## src/ltdv_pkg.sv

```systemverilog
package ltdv_pkg;

    // Width of the program counter and of both encoded deltas.
    localparam int unsigned PcW   = 32;
    localparam int unsigned LineW = 16;

    // Varint byte layout: seven payload bits and one continuation bit.
    localparam int unsigned GroupW = 7;

    // One pair of deltas waiting to be turned into varint bytes.
    typedef struct packed {
        logic [PcW-1:0] pc_delta;
        logic [PcW-1:0] line_delta;
    } t_job;

    // Back-end serializer states.
    typedef enum logic [1:0] {
        BK_IDLE,
        BK_PC,
        BK_LINE
    } t_back_state;

endpackage

```

## src/ltdv_front.sv

```systemverilog
module ltdv_front (
    input  logic                          i_clk,
    input  logic                          i_rst_n,
    input  logic                          push,
    output logic                          full,
    input  logic [ltdv_pkg::LineW-1:0]    i_line_number,
    input  logic                          i_end_of_file,
    input  logic                          i_cfg_valid,
    output logic                          o_cfg_ready,
    input  logic [ltdv_pkg::PcW-1:0]      i_cfg_data,
    output logic                          o_job_push,
    output ltdv_pkg::t_job                o_job,
    input  logic                          i_job_full
);

    logic [ltdv_pkg::PcW-1:0]   r_start_pc,    n_start_pc;
    logic [ltdv_pkg::PcW-1:0]   r_current_pc,  n_current_pc;
    logic [ltdv_pkg::PcW-1:0]   r_previous_pc, n_previous_pc;
    logic [ltdv_pkg::LineW-1:0] r_previous_line, n_previous_line;
    logic                       accept;
    logic                       changed;

    // The register write is always taken; input items wait while it is offered.
    assign o_cfg_ready = 1'b1;

    // An item is taken whenever the job queue has room and no write is offered.
    assign full    = i_job_full || i_cfg_valid;
    assign accept  = push && !full;
    assign changed = (i_line_number != r_previous_line);

    // A changed line produces one job holding both deltas.
    assign o_job_push       = accept && changed;
    assign o_job.pc_delta   = r_current_pc - r_previous_pc;
    assign o_job.line_delta = {{(ltdv_pkg::PcW-ltdv_pkg::LineW){1'b0}}, i_line_number}
                            - {{(ltdv_pkg::PcW-ltdv_pkg::LineW){1'b0}}, r_previous_line};

    // Next values of the position state.
    always_comb begin
        n_start_pc      = r_start_pc;
        n_current_pc    = r_current_pc;
        n_previous_pc   = r_previous_pc;
        n_previous_line = r_previous_line;
        if (i_cfg_valid) begin
            n_start_pc   = i_cfg_data;
            n_current_pc = i_cfg_data;
        end else if (accept) begin
            if (i_end_of_file) begin
                n_current_pc    = r_start_pc;
                n_previous_pc   = '0;
                n_previous_line = '0;
            end else begin
                n_current_pc = r_current_pc + 1'b1;
                if (changed) begin
                    n_previous_pc   = r_current_pc;
                    n_previous_line = i_line_number;
                end
            end
        end
    end

    // Position state registers.
    always_ff @(posedge i_clk) begin
        if (!i_rst_n) begin
            r_start_pc      <= '0;
            r_current_pc    <= '0;
            r_previous_pc   <= '0;
            r_previous_line <= '0;
        end else begin
            r_start_pc      <= n_start_pc;
            r_current_pc    <= n_current_pc;
            r_previous_pc   <= n_previous_pc;
            r_previous_line <= n_previous_line;
        end
    end

endmodule

```

## src/ltdv_job_queue.sv

```systemverilog
module ltdv_job_queue #(
    parameter int unsigned Depth = 4
) (
    input  logic            i_clk,
    input  logic            i_rst_n,
    input  logic            i_push,
    input  ltdv_pkg::t_job  i_job,
    output logic            o_full,
    input  logic            i_pop,
    output ltdv_pkg::t_job  o_job,
    output logic            o_empty
);

    localparam int unsigned PtrW = $clog2(Depth);
    localparam int unsigned CntW = $clog2(Depth + 1);

    ltdv_pkg::t_job  r_mem [Depth];
    logic [PtrW-1:0] r_wr_ptr, n_wr_ptr;
    logic [PtrW-1:0] r_rd_ptr, n_rd_ptr;
    logic [CntW-1:0] r_count,  n_count;
    logic            do_push;
    logic            do_pop;

    assign o_full  = (r_count == CntW'(Depth));
    assign o_empty = (r_count == '0);
    assign do_push = i_push && !o_full;
    assign do_pop  = i_pop && !o_empty;
    assign o_job   = r_mem[r_rd_ptr];

    // Pointer and fill count updates.
    always_comb begin
        n_wr_ptr = r_wr_ptr;
        n_rd_ptr = r_rd_ptr;
        n_count  = r_count;
        if (do_push) begin
            n_wr_ptr = (r_wr_ptr == PtrW'(Depth - 1)) ? '0 : r_wr_ptr + 1'b1;
        end
        if (do_pop) begin
            n_rd_ptr = (r_rd_ptr == PtrW'(Depth - 1)) ? '0 : r_rd_ptr + 1'b1;
        end
        unique case ({do_push, do_pop})
            2'b10:   n_count = r_count + 1'b1;
            2'b01:   n_count = r_count - 1'b1;
            default: n_count = r_count;
        endcase
    end

    always_ff @(posedge i_clk) begin
        if (!i_rst_n) begin
            r_wr_ptr <= '0;
            r_rd_ptr <= '0;
            r_count  <= '0;
        end else begin
            r_wr_ptr <= n_wr_ptr;
            r_rd_ptr <= n_rd_ptr;
            r_count  <= n_count;
        end
    end

    // Storage needs no reset; entries are read only after being written.
    always_ff @(posedge i_clk) begin
        if (do_push) begin
            r_mem[r_wr_ptr] <= i_job;
        end
    end

endmodule

```

## src/ltdv_back.sv

```systemverilog
module ltdv_back (
    input  logic            i_clk,
    input  logic            i_rst_n,
    input  ltdv_pkg::t_job  i_job,
    input  logic            i_job_empty,
    output logic            o_job_pop,
    output logic [7:0]      o_packed_byte,
    output logic            o_last_byte,
    output logic            empty,
    input  logic            pop
);

    ltdv_pkg::t_back_state    r_state, n_state;
    logic [ltdv_pkg::PcW-1:0] r_value, n_value;
    logic [ltdv_pkg::PcW-1:0] r_line_delta;
    logic [ltdv_pkg::PcW-1:0] rest;
    logic                     more;
    logic                     slot_free;
    logic                     emit;
    logic                     load;
    logic                     r_out_valid;
    logic [7:0]               r_out_byte;
    logic                     r_out_last;

    // The output register can take a byte when it is empty or being drained.
    assign slot_free = !r_out_valid || pop;
    assign rest      = r_value >> ltdv_pkg::GroupW;
    assign more      = (rest != '0);

    // Next-state logic of the serializer.
    always_comb begin
        n_state = r_state;
        unique case (r_state)
            ltdv_pkg::BK_IDLE: begin
                if (!i_job_empty) begin
                    n_state = ltdv_pkg::BK_PC;
                end
            end
            ltdv_pkg::BK_PC: begin
                if (slot_free && !more) begin
                    n_state = ltdv_pkg::BK_LINE;
                end
            end
            ltdv_pkg::BK_LINE: begin
                if (slot_free && !more) begin
                    n_state = ltdv_pkg::BK_IDLE;
                end
            end
            default: n_state = ltdv_pkg::BK_IDLE;
        endcase
    end

    // Output logic of the serializer.
    always_comb begin
        load    = 1'b0;
        emit    = 1'b0;
        n_value = r_value;
        unique case (r_state)
            ltdv_pkg::BK_IDLE: begin
                load    = !i_job_empty;
                n_value = i_job.pc_delta;
            end
            ltdv_pkg::BK_PC: begin
                emit    = slot_free;
                n_value = more ? rest : r_line_delta;
            end
            ltdv_pkg::BK_LINE: begin
                emit    = slot_free;
                n_value = rest;
            end
            default: begin
                load = 1'b0;
            end
        endcase
    end

    assign o_job_pop = load;

    // Serializer registers.
    always_ff @(posedge i_clk) begin
        if (!i_rst_n) begin
            r_state <= ltdv_pkg::BK_IDLE;
        end else begin
            r_state <= n_state;
        end
    end

    always_ff @(posedge i_clk) begin
        if (load || emit) begin
            r_value <= n_value;
        end
        if (load) begin
            r_line_delta <= i_job.line_delta;
        end
    end

    // Output register holding the oldest waiting byte.
    always_ff @(posedge i_clk) begin
        if (!i_rst_n) begin
            r_out_valid <= 1'b0;
        end else if (emit) begin
            r_out_valid <= 1'b1;
        end else if (pop) begin
            r_out_valid <= 1'b0;
        end
    end

    always_ff @(posedge i_clk) begin
        if (emit) begin
            r_out_byte <= {more, r_value[ltdv_pkg::GroupW-1:0]};
            r_out_last <= !more && (r_state == ltdv_pkg::BK_LINE);
        end
    end

    assign empty         = !r_out_valid;
    assign o_packed_byte = r_out_byte;
    assign o_last_byte   = r_out_last;

endmodule

```

## src/line_table_delta_varint_encoder.sv

```systemverilog
// The first varint byte of a changed-line item passes through the job queue, the
// serializer load and the output register; then one byte follows per cycle while
// the receiver keeps popping. Throughput: one item per cycle is accepted while the
// job queue has room and no register write is offered; the serializer loads each
// job, then sends its bytes. Reset: synchronous and active low; it empties the job
// queue and output register, and zeroes start position, program counter and previous values.
module line_table_delta_varint_encoder #(
    parameter int unsigned JobDepth = 4
) (
    input  logic                          i_clk,
    input  logic                          i_rst_n,
    input  logic                          push,
    output logic                          full,
    input  logic [ltdv_pkg::LineW-1:0]    i_line_number,
    input  logic                          i_end_of_file,
    input  logic                          i_cfg_valid,
    output logic                          o_cfg_ready,
    input  logic [ltdv_pkg::PcW-1:0]      i_cfg_data,
    output logic                          empty,
    input  logic                          pop,
    output logic [7:0]                    o_packed_byte,
    output logic                          o_last_byte
);

    logic           job_push;
    logic           job_full;
    logic           job_pop;
    logic           job_empty;
    ltdv_pkg::t_job job_in;
    ltdv_pkg::t_job job_out;

    // Front end: tracks positions and classifies each item.
    ltdv_front u_front (
        .i_clk         (i_clk),
        .i_rst_n       (i_rst_n),
        .push          (push),
        .full          (full),
        .i_line_number (i_line_number),
        .i_end_of_file (i_end_of_file),
        .i_cfg_valid   (i_cfg_valid),
        .o_cfg_ready   (o_cfg_ready),
        .i_cfg_data    (i_cfg_data),
        .o_job_push    (job_push),
        .o_job         (job_in),
        .i_job_full    (job_full)
    );

    // Queue of delta pairs between the two halves.
    ltdv_job_queue #(
        .Depth (JobDepth)
    ) u_job_queue (
        .i_clk   (i_clk),
        .i_rst_n (i_rst_n),
        .i_push  (job_push),
        .i_job   (job_in),
        .o_full  (job_full),
        .i_pop   (job_pop),
        .o_job   (job_out),
        .o_empty (job_empty)
    );

    // Back end: turns each delta pair into varint bytes.
    ltdv_back u_back (
        .i_clk         (i_clk),
        .i_rst_n       (i_rst_n),
        .i_job         (job_out),
        .i_job_empty   (job_empty),
        .o_job_pop     (job_pop),
        .o_packed_byte (o_packed_byte),
        .o_last_byte   (o_last_byte),
        .empty         (empty),
        .pop           (pop)
    );

endmodule

```

## config.mk

```make
export PLATFORM = sky130hd
export DESIGN_NAME = line_table_delta_varint_encoder
export DESIGN_NICKNAME = d
export VERILOG_FILES = /design/src/ltdv_pkg.sv /design/src/ltdv_front.sv /design/src/ltdv_job_queue.sv /design/src/ltdv_back.sv /design/src/line_table_delta_varint_encoder.sv
export SDC_FILE = /design/constraint.sdc
export NUM_CORES = 1
export LEC_CHECK = 0
export ABC_AREA = 1
export BUFFER_PORTS_ARGS = -buffer_cell sky130_fd_sc_hd__buf_2
export CORE_MARGIN = 5
export CORE_UTILIZATION = 35
export CTS_BUF_LIST = sky130_fd_sc_hd__clkbuf_4 sky130_fd_sc_hd__clkbuf_8
export CTS_CLUSTER_DIAMETER = 150
export DETAILED_ROUTE_END_ITERATION = 6
export PLACE_DENSITY = 0.56
export SLEW_MARGIN = 30
export SYNTH_ARGS = -nofsm -noshare
export SYNTH_HDL_FRONTEND = slang
export SYNTH_HIERARCHICAL = 1
export SYNTH_SLANG_ARGS = --single-unit
export TNS_END_PERCENT = 5
```

## constraint.sdc

```tcl
create_clock -name i_clk -period 12.02 [get_ports i_clk]
set_input_delay 1.202 -clock i_clk [delete_from_list [all_inputs] [get_ports i_clk]]
set_output_delay 1.202 -clock i_clk [all_outputs]
set_load 0.05 [all_outputs]
```

After elaboration in Yosys (flattened, before gate mapping). Memory sizes are Yosys's and may differ from the RTL's. A register that Yosys moved wholly into a read port is not among the register bits. Index checks and enable logic that the tools add are counted.

Add/sub/neg operators: 7. $mul: 0. Div/mod/pow operators: 0. Order comparisons: 0. Equal/unequal tests: 11. Shifts and indexed selects: 0. Mux-type cells: 24. Bitwise gates (word level): 1. Reductions and logical operators: 26.

Operators with widths (count): $mux 32 (6); $pmux 32 s3 (1); $add 32x1->32 const B (1); $mux 16 (2); $reduce_bool 32->1 (1); $sub 32x32->32 (1); $sub 16x16->17 (1); $ne 16x16->1 (1); $mux 2 (7); $eq 2x2->1 const B (4); $reduce_bool 2->1 (4); $logic_and 1x1->1 (6); $mux 1 (6); $pmux 2 s3 (1); $pmux 3 s2 (1); $reduce_and 3->1 (2); $logic_not 1->1 (5); $add 2x1->2 const B (2); $eq 2x1->1 const B (2); $ne 2x1->1 const B (2); $add 3x1->3 const B (1); $eq 3x3->1 const B (1); $logic_not 3->1 (1); $logic_or 1x1->1 (3); other kinds (7) (7).

Register bits after elaboration: 195. Latch bits: 0. Bits in writable memories: 256. Memory bits (read-only): 0. Output and inout bits: 12. Memories kept: 1.

Memories: u_job_queue.r_mem (depth 4, width 64, rd ports 1, clocked after Yosys merged registers in 1, write ports 1, RTL line ltdv_job_queue.sv:17) `ltdv_pkg::t_job r_mem [Depth];`.

Depth between registers and ports, before layout. Gate-level depths: netlist (run 1).

Depth in word-level cells: 8. Depth in mapped cells: 20. Gate-level depth less buffers: 19.

Hierarchy. The synthesis (run 1) kept the hierarchy.

By module, submodules not included: ltdv_job_queue (times used 1, cells each 689, area an instance 9999.6 sq um); ltdv_front (times used 1, cells each 1466, area an instance 8844.7 sq um); ltdv_back (times used 1, cells each 342, area an instance 3543.4 sq um).

Worst setup path after synthesis (run 1). OpenSTA, ideal clock, no wires.

Path type: input -> register. Start: input i_line_number[11] (netlist name). End: memory u_job_queue/r_mem[0][0] (netlist name) (enable). Setup time: 0.486 ns. Data arrival time: 5.042 ns. Slack: 6.492 ns. Stages: 11. Buffers on the path: 1. Cell sequence: ha_1 -> nand2_2 -> inv_2 -> nand2_2 -> nor2_4 -> nand3b_4 -> nand2_4 -> inv_2 -> buf_2 -> nand2_1 -> nor2_1.

Word-level cells in the longest chain between the ends: 5.

Ends and longest elaborated chain: from (decl) (RTL line line_table_delta_varint_encoder.sv:14) `input logic [ltdv_pkg::LineW-1:0] i_line_number,`; $ne 16x16->1 (RTL line ltdv_front.sv:29) `assign changed = (i_line_number != r_previous_line);`; $logic_and 1x1->1 (RTL line ltdv_front.sv:32) `assign o_job_push = accept && changed;`; net job_push (RTL line line_table_delta_varint_encoder.sv:25) `logic job_push;`; $logic_and 1x1->1 (RTL line ltdv_job_queue.sv:26) `assign do_push = i_push && !o_full;`; $mux 1 (RTL line ltdv_job_queue.sv:62) `if (do_push) begin`; $mux 1 (implied by the code) (RTL line ltdv_job_queue.sv:63) `r_mem[r_wr_ptr] <= i_job;`; to (decl) (RTL line ltdv_job_queue.sv:17).

The timed path passes the listed nets, and every way through them passes these cells.

Final worst setup path (run 1).
Start: input i_cfg_valid. End: memory u_job_queue/r_mem[3][31] (netlist name) (enable).

Word-level cells in the longest chain between the ends: 7.

Ends and longest elaborated chain: from (decl) (RTL line line_table_delta_varint_encoder.sv:16) `input logic i_cfg_valid,`; $logic_or 1x1->1 (RTL line ltdv_front.sv:27) `assign full = i_job_full || i_cfg_valid;`; $logic_not 1->1 (RTL line ltdv_front.sv:28) `assign accept = push && !full;`; $logic_and 1x1->1 (RTL line ltdv_front.sv:28); $logic_and 1x1->1 (RTL line ltdv_front.sv:32); net job_push (RTL line line_table_delta_varint_encoder.sv:25); $logic_and 1x1->1 (RTL line ltdv_job_queue.sv:26); $mux 1 (RTL line ltdv_job_queue.sv:62); $mux 1 (implied by the code) (RTL line ltdv_job_queue.sv:63).

The timed path passes the listed nets, and every way through them passes these cells.

==> impl_metrics.ini, run 1 <==
[run_status]
run_status = finished, final reports clean

[floorplan]
ios = 66
rows = 92
die_width_um = 263
coreArea_sq_mm = 0.0632
initial_core_util_pct = 35.4
die-area_sq_mm = 0.0691
die_h_um = 263

[yosys]
ys_types = 43
syn_area_sq_mm = 0.0224
synth.area.top_cells = edfxtp_1, dfxtp_1, nand2_1, nor2_1, a21oi_1
synth_seq_cells = 453
syn_inst = 2497
syn_area_per_cell_sq_um = 8.97
yosysTopAreaCell = edfxtp_1
yosys_warnings = 6
ys_seq_area_share_pct = 55.2
synth_top_area_share_pct = 44.1
syn_nets = 2613

[setup_path]
arrival_ns = 5.79
critPathKind = input port to flip-flop
cp_data_required_time_ns = 12.29
endpoint_kind = flip-flop
path_common_cell = inv_2
slowest_delay_ns = 0.84
startpoint_type = input port
worstPathMaxFanout = 64
crit_chain = buf_2, inv_2, nand3_2, inv_2, nand2_4, inv_2, nand2_1, nor2_4, buf_6
crit_slowest_cell = inv_2

[pwr]
p_switching_uw = 1800
p_leak_uw = 0.00937
p_int_uw = 3190
pwr-share-seq_pct = 43.3
power_density_mw_per_mm2 = 202
p_comb_share_pct = 29.4
swShare_pct = 36.1
peakVddDrop_uv = 145
p_clk_share_pct = 27.3

[detailed_routing]
wl_per_cell_um = 17.2
viasPerCell = 5.06
drt.antenna.violating_nets = 0
drt_wl_total_um = 58900
vias = 17349
drt_pass1_iterations = 5
drt_iter0_drc = 1173
drc = 0

[clock_network]
cts_tree = done
insertion_delay_ns = 0.67
cts-buffers-inserted = 78
clock-root-buffer = clkbuf_8
clkSinkCount = 453
cts-hold-fix-buffers = 0
cts_max_level = 3
cts_setup_buffers = 0
postCtsResizedCells = 0
clk_path_buf_depth = 3
path_clk_slew_ns = 0.05

[sta]
tns_ns = 0
rsz0062_at_grt = false
finalSetupViolCount = 0
relSlewSlack_pct = 31.4
finalCriticalPeriod_ns = 5.52
drv_slew = 0
worstMarginPinSlew_ns = 1.03
final-hold-violation-count = 0
fmax_mhz = 181
fin_crit_sh_pct = 46.0
skew_ns = 0.0293

[finish]
final_common_cell = nand2_1
multi_input_area_sq_mm = 0.00843
areaGrowthSynthToFinish_pct = 10.4
finalInstanceArea_sq_mm = 0.0247
fin_nets = 2645
fillerInstances = 6333
final_cell_mix = nand2_1, edfxtp_1, nor2_1, inv_1, a21oi_1
regArea_sq_mm = 0.0124
post-route-util_pct = 39.1
layout-drive-gt1-share_pct = 10.5

[place]
placed_area_sq_mm = 0.0232
place.detailed.hpwl_um = 38200
gp_routability_congestion = 0.861
numPortBuffers = 64

[min_path]
hold_class = flip-flop to flip-flop

[grt]
antenna_found_initial = 1
grt_pass1_wl_um = 92600
grt-ovfl-total = 0
first_global_vias = 16800
grt_max_degree = 106
grt_usage_pct = 16.5

[run]
maxCapViolCount = 0
[through the flow]
step / std cells / power [uW] / hold slack [ns] / setup slack, ns
floorplan: 2497 / 3220 / 0.400 / 6.49
finish: 3431 / 4990 / 0.421 / 6.50
CTS: 3430 / 5040 / 0.423 / 6.47
detailed placement: 3295 / 3660 / 0.411 / 5.77
global placement: 3295 / 3630 / 0.404 / 5.73
global route: 3431 / 5300 / 0.434 / 6.10
[power by group through the flow]
stage | clock (uW) | sequential [uW] | combinational [uW]
2_1_floorplan | 0 | 2200 | 1020
3_3_place_gp | 0 | 2190 | 1440
3_5_place_dp | 0 | 2190 | 1470
4_1_cts | 1410 | 2160 | 1470
5_1_grt | 1480 | 2180 | 1640
6_report | 1360 | 2160 | 1470
[cells by family (layout without fill, tap and decap cells)]
logic type	count (synthesis)	in the layout	synth area share (%)
buffers and inverters	367	454	7.43
adders and majority gates	62	62	3.57
DFF	453	453	55.2
xor gates and xnor gates	29	29	1.13
AOI/OAI and AO/OA	502	502	12.0
other	1	2	0.0168
and+or+nand+nor	1083	1083	20.6
[registers in the layout, indices dropped and copies added, names as in the netlist, named ones only]
register	count
u_back/o_last_byte	1
u_back/o_packed_byte	8
u_back/r_line_delta	32
u_back/r_out_valid	1
u_back/r_state	2
u_back/r_value	32
u_front/r_current_pc	32
u_front/r_previous_line	16
u_front/r_previous_pc	32
u_front/r_start_pc	32
u_job_queue/r_count	3
u_job_queue/r_mem	256
u_job_queue/r_rd_ptr	2
u_job_queue/r_wr_ptr	2
[cells in the mapped netlist (all sizes together)]
library cell and count:
nand2 500, o31ai 1, xor2 23, clkinv 4
and2 1, a221oi 2, o211ai 3, a21boi 2
o21ai 182, conb 1, nor2 331, ha 59
inv 237, a31oi 7, o22ai 64, nor3 9
dfxtp 124, o21bai 4, nand3b 30, o21a 23
edfxtp 329, or2 2, nand4 9, xnor2 6
clkbuf 59, a21oi 214, buf 67, fa 3
nand3 201
[layout make-up]
cell class              instances  share of cell area (%)
flip-flops and latches        453                    50.0
clock inverters                22                   0.612
multi-input cells            1677                    34.1
well taps                     846                    4.28
diodes                          1                  0.0101
inverters                     241                    3.66
clock buffers                 113                    5.48
repair buffers                 78                    1.83
[routing by layer]
metal  wire length [um]  up-vias  GRT usage, %  share of wire, %
met2              27100      449          26.6                46
met4               1500        0          5.20               2.6
met5                  0        -             0                 0
met1              27000     8293          22.6                46
li1                   -     8509             -                 -
met3               3240       98          3.32               5.5
[critical path: cells and delay by family]
family / cells / cell delay (ns)
buf+inv: 5 / 2.76
simple gates: 4 / 1.71
[path summary, 6_finish.rpt]
path                                                           from                                  to  slack (ns)  cells after the start
worst max-delay path                                    i_cfg_valid  u_job_queue/r_mem[3][31]$_DFFE_PP_        6.50                      9
worst min-delay path                    u_back/r_value[5]$_DFFE_PP_   u_back/o_packed_byte[5]$_DFFE_PP_        0.42                      0
worst max register to register  u_job_queue/r_count[0]$_SDFFE_PN0P_  u_job_queue/r_mem[3][31]$_DFFE_PP_        7.37                     11
worst min register to register          u_back/r_value[5]$_DFFE_PP_   u_back/o_packed_byte[5]$_DFFE_PP_        0.42                      0
Power figures use the tool's default switching activity.
==> inputs of run 2 (changes only) <==
--- a/config.mk
+++ b/config.mk
@@ -12,7 +12,7 @@
 export CTS_BUF_LIST = sky130_fd_sc_hd__clkbuf_4 sky130_fd_sc_hd__clkbuf_8
 export CTS_CLUSTER_DIAMETER = 150
 export DETAILED_ROUTE_END_ITERATION = 6
-export PLACE_DENSITY = 0.56
+export PLACE_DENSITY = 0.58
 export SLEW_MARGIN = 30
 export SYNTH_ARGS = -nofsm -noshare
 export SYNTH_HDL_FRONTEND = slang
==> constraint.sdc (replaced) <==
create_clock -name i_clk -period 5 [get_ports i_clk]
set_input_delay 0.5 -clock i_clk [delete_from_list [all_inputs] [get_ports i_clk]]
set_output_delay 0.5 -clock i_clk [all_outputs]
set_load 0.05 [all_outputs]
==> run 2 against run 1 <==
Against the previous run: global-route usage down 0.23 points; clock skew is 0.0069 ns higher; register-to-register slack got worse by 5.6 ns; critical path depth is 2 higher; via count decreased by 0.51%; final cell count up 0.64%; sequential share of layout area decreased by 0.30 points; largest cell class unchanged; highest routed layer unchanged.
==> impl_metrics.ini, run 2 (same netlist as run 1, synthesis figures left out) <==
[run_status]
run_status = finished, final reports clean

[place]
placed_area_sq_mm = 0.0232
dp.cells = 3303
place.detailed.hpwl_um = 39100
numPortBuffers = 64
gp_routability_congestion = 0.863

[clock_network]
path_clk_slew_ns = 0.06
clkSinkCount = 453
cts-buffers-inserted = 81
cts-hold-fix-buffers = 0
clk_path_buf_depth = 3
cts_tree = done
cts_setup_buffers = 0
postCtsResizedCells = 0
insertion_delay_ns = 0.68
clock-root-buffer = clkbuf_8
cts_max_level = 3

[pwr]
power_density_mw_per_mm2 = 489
p_leak_uw = 0.00947
peakVddDrop_uv = 233

[floorplan]
die-area_sq_mm = 0.0691
rows = 92
coreArea_sq_mm = 0.0632
initial_core_util_pct = 35.4
ios = 66
die_h_um = 263
die_width_um = 263

[finish]
largest-register = u_job_queue/r_mem
final_common_cell = nand2_1
largest_reg_flops = 256
finalInstanceArea_sq_mm = 0.0249
instances_no_fill = 3453
layout-drive-gt1-share_pct = 10.7
final_cell_mix = nand2_1, edfxtp_1, nor2_1, inv_1, a21oi_1
fin_nets = 2656
areaGrowthSynthToFinish_pct = 11.1

[grt]
antenna_found_initial = 1
first_global_vias = 16877
grt_pass1_wl_um = 92200
grt_max_degree = 75
grt-ovfl-total = 0
grt_usage_pct = 16.3

[setup_path]
critPathKind = flip-flop to flip-flop
slowest_delay_ns = 0.48
worstPathMaxFanout = 28
startpoint_type = flip-flop
crit_slowest_cell = nand3_2
crit_chain = inv_1, nand3_1, inv_1, inv_1, nand3_2, inv_2, nand2_4, inv_2, nand2_1, nor2_4, buf_4
endpoint_kind = flip-flop
path_common_cell = inv_1
arrival_ns = 3.54
cp_data_required_time_ns = 5.30

[sta]
tns_ns = 0
finalSetupViolCount = 0
fmax_mhz = 309
drv_slew = 0
worstMarginPinSlew_ns = 0.993
relSlewSlack_pct = 33.8
rsz0062_at_grt = false
fin_crit_sh_pct = 64.7
final-hold-violation-count = 0
finalCriticalPeriod_ns = 3.23
skew_ns = 0.0363

[detailed_routing]
viasPerCell = 5.00
drt.antenna.violating_nets = 0
drt_wl_total_um = 58300
drt_pass1_iterations = 7
wl_per_cell_um = 16.9
vias = 17260
drc = 0
drt_iter0_drc = 1348

[run]
maxCapViolCount = 0

[min_path]
hold_class = input port to flip-flop
-- run 2: cell count changes in the layout (fill, tap and decap cells not counted), sizes merged --
cell,before,now
clkinv,18,31
bufinv,0,1
buf,78,86
clkbuf,113,116
clkinvlp,3,0
-- run 2: critical path: cells and delay by family (launching register included) --
kind | cells | cell delay, ns
buf+inv | 6 | 1.14
simple gates | 5 | 1.42
flops | 1 | 0.30
-- run 2: final timing paths --
kind / start / endpoint / slack [ns] / cells after the start
hold reg to reg: u_back/r_value[4]$_DFFE_PP_ / u_back/o_packed_byte[4]$_DFFE_PP_ / 0.42 / 0
setup / recovery: u_job_queue/r_count[0]$_SDFFE_PN0P_ / u_job_queue/r_mem[2][3]$_DFFE_PP_ / 1.77 / 11
hold / removal: i_cfg_data[31] / u_front/r_start_pc[31]$_SDFFE_PN0P_ / 0.09 / 3
setup reg to reg: u_job_queue/r_count[0]$_SDFFE_PN0P_ / u_job_queue/r_mem[2][3]$_DFFE_PP_ / 1.77 / 11
-- run 2: metrics by stage --
stage	power [uW]	worst slack, ns	hold WS, ns	util, %
after floorplan	7740	0.174	0.400	-
after global placement	8760	1.64	0.403	36.8
after detailed placement	8820	1.51	0.410	36.8
after CTS	12300	1.70	0.0212	39.3
after global routing	12900	1.44	0.0469	39.3
final	12200	1.77	0.0871	39.4
-- run 2: cell type report --
class	instances	area, sq um
multi-input combinational	1677	8420
fill	6351	38300
clock buffer	116	1390
inverter	241	906
antenna	1	2.50
tap	846	1060
timing repair buffer	86	498
clock inverter	33	223
sequential	453	12400
-- run 2: metal layers --
metal  vias to the layer above  track usage (%)  share of wire (%)
li1                       8543                -                  -
met1                      8179             23.0                 47
met4                         0             4.71                2.4
met5                         -                0                  0
met3                        84             3.45                5.8
met2                       454             25.6                 45
-- run 2: power breakdown --
group / internal [uW] / switching [uW] / leakage (uW)
Combinational: 976 / 2500 / 0.00456
Sequential: 4950 / 322 / 0.00405
Clock: 1870 / 1560 / 0.000858
Total: 7790 / 4380 / 0.00947
==> inputs of run 3 (changes only) <==
--- a/config.mk
+++ b/config.mk
@@ -5,14 +5,14 @@
 export SDC_FILE = /design/constraint.sdc
 export NUM_CORES = 1
 export LEC_CHECK = 0
-export ABC_AREA = 1
+export ABC_AREA = 0
 export BUFFER_PORTS_ARGS = -buffer_cell sky130_fd_sc_hd__buf_2
 export CORE_MARGIN = 5
 export CORE_UTILIZATION = 35
 export CTS_BUF_LIST = sky130_fd_sc_hd__clkbuf_4 sky130_fd_sc_hd__clkbuf_8
 export CTS_CLUSTER_DIAMETER = 150
 export DETAILED_ROUTE_END_ITERATION = 6
-export PLACE_DENSITY = 0.58
+export PLACE_DENSITY = 0.56
 export SLEW_MARGIN = 30
 export SYNTH_ARGS = -nofsm -noshare
 export SYNTH_HDL_FRONTEND = slang
==> constraint.sdc (replaced) <==
create_clock -name i_clk -period 3.39 [get_ports i_clk]
set_input_delay 0.339 -clock i_clk [delete_from_list [all_inputs] [get_ports i_clk]]
set_output_delay 0.339 -clock i_clk [all_outputs]
set_load 0.05 [all_outputs]
==> run 3 against run 2 <==
Against the previous run: routed wire length is 20% lower; critical path type unchanged; design area down 3.0%; total power is 23% higher; via count shrank 23%.
==> impl_metrics.ini, run 3 <==
[pwr]
p_leak_uw = 0.00834
peakVddDrop_uv = 320
power_density_mw_per_mm2 = 621
total_power_uw = 15000

[clock_network]
cts-buffers-inserted = 79
cts_max_level = 3
insertion_delay_ns = 0.63
clkSinkCount = 453
clk_path_buf_depth = 3
clock-root-buffer = clkbuf_8
cts_tree = done
cts_setup_buffers = 0
path_clk_slew_ns = 0.06

[setup_path]
worstPathMaxFanout = 6
crit_chain = inv_1, ha_1, fa_1, nor2b_1, o2111ai_1, a21oi_1, o211ai_1, a21oi_1, nor4_1, a311oi_1
arrival_ns = 3.36
startpoint_type = flip-flop
critPathKind = flip-flop to flip-flop
cp_data_required_time_ns = 3.76
r2r_end = u_job_queue/r_mem[2][60]$_DFFE_PP_
path_common_cell = a21oi_1
rr_worst_depth = 10
slowest_delay_ns = 0.41
r2r_slack_ns = 0.40
cpLargestDelayFamily = compound AO/OA/AOI/OAI gates
r2r_start = u_front/r_current_pc[0]$_SDFFE_PN0P_
endpoint_kind = flip-flop
path_buf_inv = 1
crit_slowest_cell = dfxtp_1

[finish]
largest-register = u_job_queue/r_mem
instances_no_fill = 2600
layout-drive-gt1-share_pct = 17.6
final_common_cell = edfxtp_1
fillerInstances = 5512
antenna_cells = 0
areaGrowthSynthToFinish_pct = 15.1
multi_input_area_sq_mm = 0.00765
final_cell_mix = edfxtp_1, dfxtp_1, nand2_1, a21oi_1, inv_1
regArea_sq_mm = 0.0124
largest_reg_flops = 256
fin_nets = 1893

[sta]
finalCriticalPeriod_ns = 2.99
relSlewSlack_pct = 40.0
fin_crit_sh_pct = 88.1
rsz0062_at_grt = false
finalSetupViolCount = 0
drv_slew = 0
worstMarginPinSlew_ns = 0.899
fmax_mhz = 335
final-hold-violation-count = 0
skew_ns = 0.0218

[yosys]
synth_edf_count = 329
async_flop_share_pct = 0
synth_common_cells = edfxtp_1, dfxtp_1, nand2_1, a21oi_1, inv_1
synth_seq_cells = 453
synth_most_common_cell = edfxtp_1
ys_types = 76
syn_inst = 1647
yosys_warnings = 6
yosysTopAreaCell = edfxtp_1
syn_area_sq_mm = 0.0210
ys_seq_area_share_pct = 59.0
syn_nets = 1763
synthFlopType = edfxtp_1
synth.area.top_cells = edfxtp_1, dfxtp_1, mux4_2, ha_1, nor2b_1
syn_area_per_cell_sq_um = 12.7
synth_top_area_share_pct = 47.2

[floorplan]
die_h_um = 255
coreArea_sq_mm = 0.0591
initial_core_util_pct = 35.4
ios = 66
die_width_um = 255
rows = 89
die-area_sq_mm = 0.0649

[run_status]
run_status = finished, final reports clean

[detailed_routing]
drt_pass1_iterations = 5
drc = 0
vias = 13284
wl_per_cell_um = 17.9
drt_iter0_drc = 768
drt.antenna.violating_nets = 0
viasPerCell = 5.11
drt_wl_total_um = 46400

[min_path]
hold_class = input port to flip-flop
min_from = pop
whs_endpoint = u_back/r_out_valid$_SDFFE_PN0P_
whs_path_depth = 3

[place]
numPortBuffers = 64
gp_routability_congestion = 0.829
dp.cells = 2421
place.detailed.hpwl_um = 29600

[grt]
grt_usage_pct = 14.3
antenna_found_initial = 0
grt-ovfl-total = 0
grt_pass1_wl_um = 74400
grt_max_degree = 80
first_global_vias = 13542

[run]
maxCapViolCount = 0
## run 3: changes by cell type in the layout (fill, tap and decap cells not counted), sizes merged, moves of 53 or more
cell   change
a21oi    -120
inv      -152
nor2b     +81
mux4      +64
o21ai    -110
nor2     -250
nand3    -182
nand2    -397
o22ai     -53
## run 3: power breakdown
part           total (uW)  leakage (uW)  internal [uW]  switching (uW)
combinational        2860       0.00350           1090            1770
sequential           7270       0.00404           6910             361
clock                4860      0.000805           2750            2110
## run 3: worst register-to-register path, delay by kind of cell (launching register included)
kind / cells / cell delay [ns]
compound gates: 5 / 1.34
fa+ha+maj: 2 / 0.63
flops: 1 / 0.41
simple gates: 2 / 0.26
buf+inv: 1 / 0.09
## run 3: worst max path at each step
stage | start | to | slack (ns) | depth (start not counted)
2_1_floorplan | i_cfg_valid | u_job_queue/r_mem[1][0]$_DFFE_PP_ | -0.26 | 7
3_3_place_gp | u_job_queue/r_count[0]$_SDFFE_PN0P_ | u_front/r_previous_line[13]$_SDFFE_PN0P_ | 0.42 | 8
3_5_place_dp | u_front/r_current_pc[0]$_SDFFE_PN0P_ | u_job_queue/r_mem[2][60]$_DFFE_PP_ | 0.38 | 10
4_1_cts | u_front/r_current_pc[0]$_SDFFE_PN0P_ | u_job_queue/r_mem[2][60]$_DFFE_PP_ | 0.34 | 10
5_1_grt | u_front/r_current_pc[0]$_SDFFE_PN0P_ | u_job_queue/r_mem[2][60]$_DFFE_PP_ | 0.06 | 10
6_report | u_front/r_current_pc[0]$_SDFFE_PN0P_ | u_job_queue/r_mem[2][60]$_DFFE_PP_ | 0.40 | 10
## run 3: routing by layer
| layer | share of wire [%] | track usage (%) | vias to the layer above |
|---|---|---|---|
| met4 | 1.9 | 4.43 | 0 |
| met1 | 47 | 19.8 | 6492 |
| met5 | 0 | 0 | - |
| li1 | - | - | 6416 |
| met3 | 4.7 | 2.58 | 77 |
| met2 | 47 | 23.2 | 299 |
## run 3: cell families (layout without fill, tap and decap cells)
family                     count (synthesis)  in the layout  share of synthesized area [%]
DFF                                      453            453                           59.0
AOI/OAI and AO/OA                        394            394                           12.2
and+or+nand+nor                          382            382                           9.27
buffers and inverters                    199            379                           4.67
muxes                                    101            101                           8.74
adders and majority gates                 62             62                           3.81
xor gates and xnor gates                  55             55                           2.30
other                                      1              1                         0.0179
## run 3: cell type report
| class | count | share of cell area (%) |
|---|---|---|
| clock buffer | 112 | 5.74 |
| clock inverter | 19 | 0.586 |
| inverter | 90 | 1.40 |
| multi-input combinational | 995 | 31.7 |
| sequential | 453 | 51.3 |
| tap | 773 | 4.01 |
| timing repair buffer | 158 | 5.26 |
## run 3: what timing repair did
item,CTS,global route
hold buffers,48,0
gates resized for setup,0,0
setup endpoints to repair,0,0
hold endpoints to repair,68,0
## run 3: stage by stage
step	util (%)	setup WS, ns	setup TNS, ns	area (sq um)	hold slack (ns)
3_3_place_gp	37.3	0.419	0	22100	0.406
5_1_grt	40.8	0.0589	0	24100	0.0752
4_1_cts	40.8	0.344	0	24100	0.0390
2_1_floorplan	-	-0.262	-50.31	21000	0.400
3_5_place_dp	37.4	0.377	0	22100	0.405
6_report	40.8	0.402	0	24100	0.100
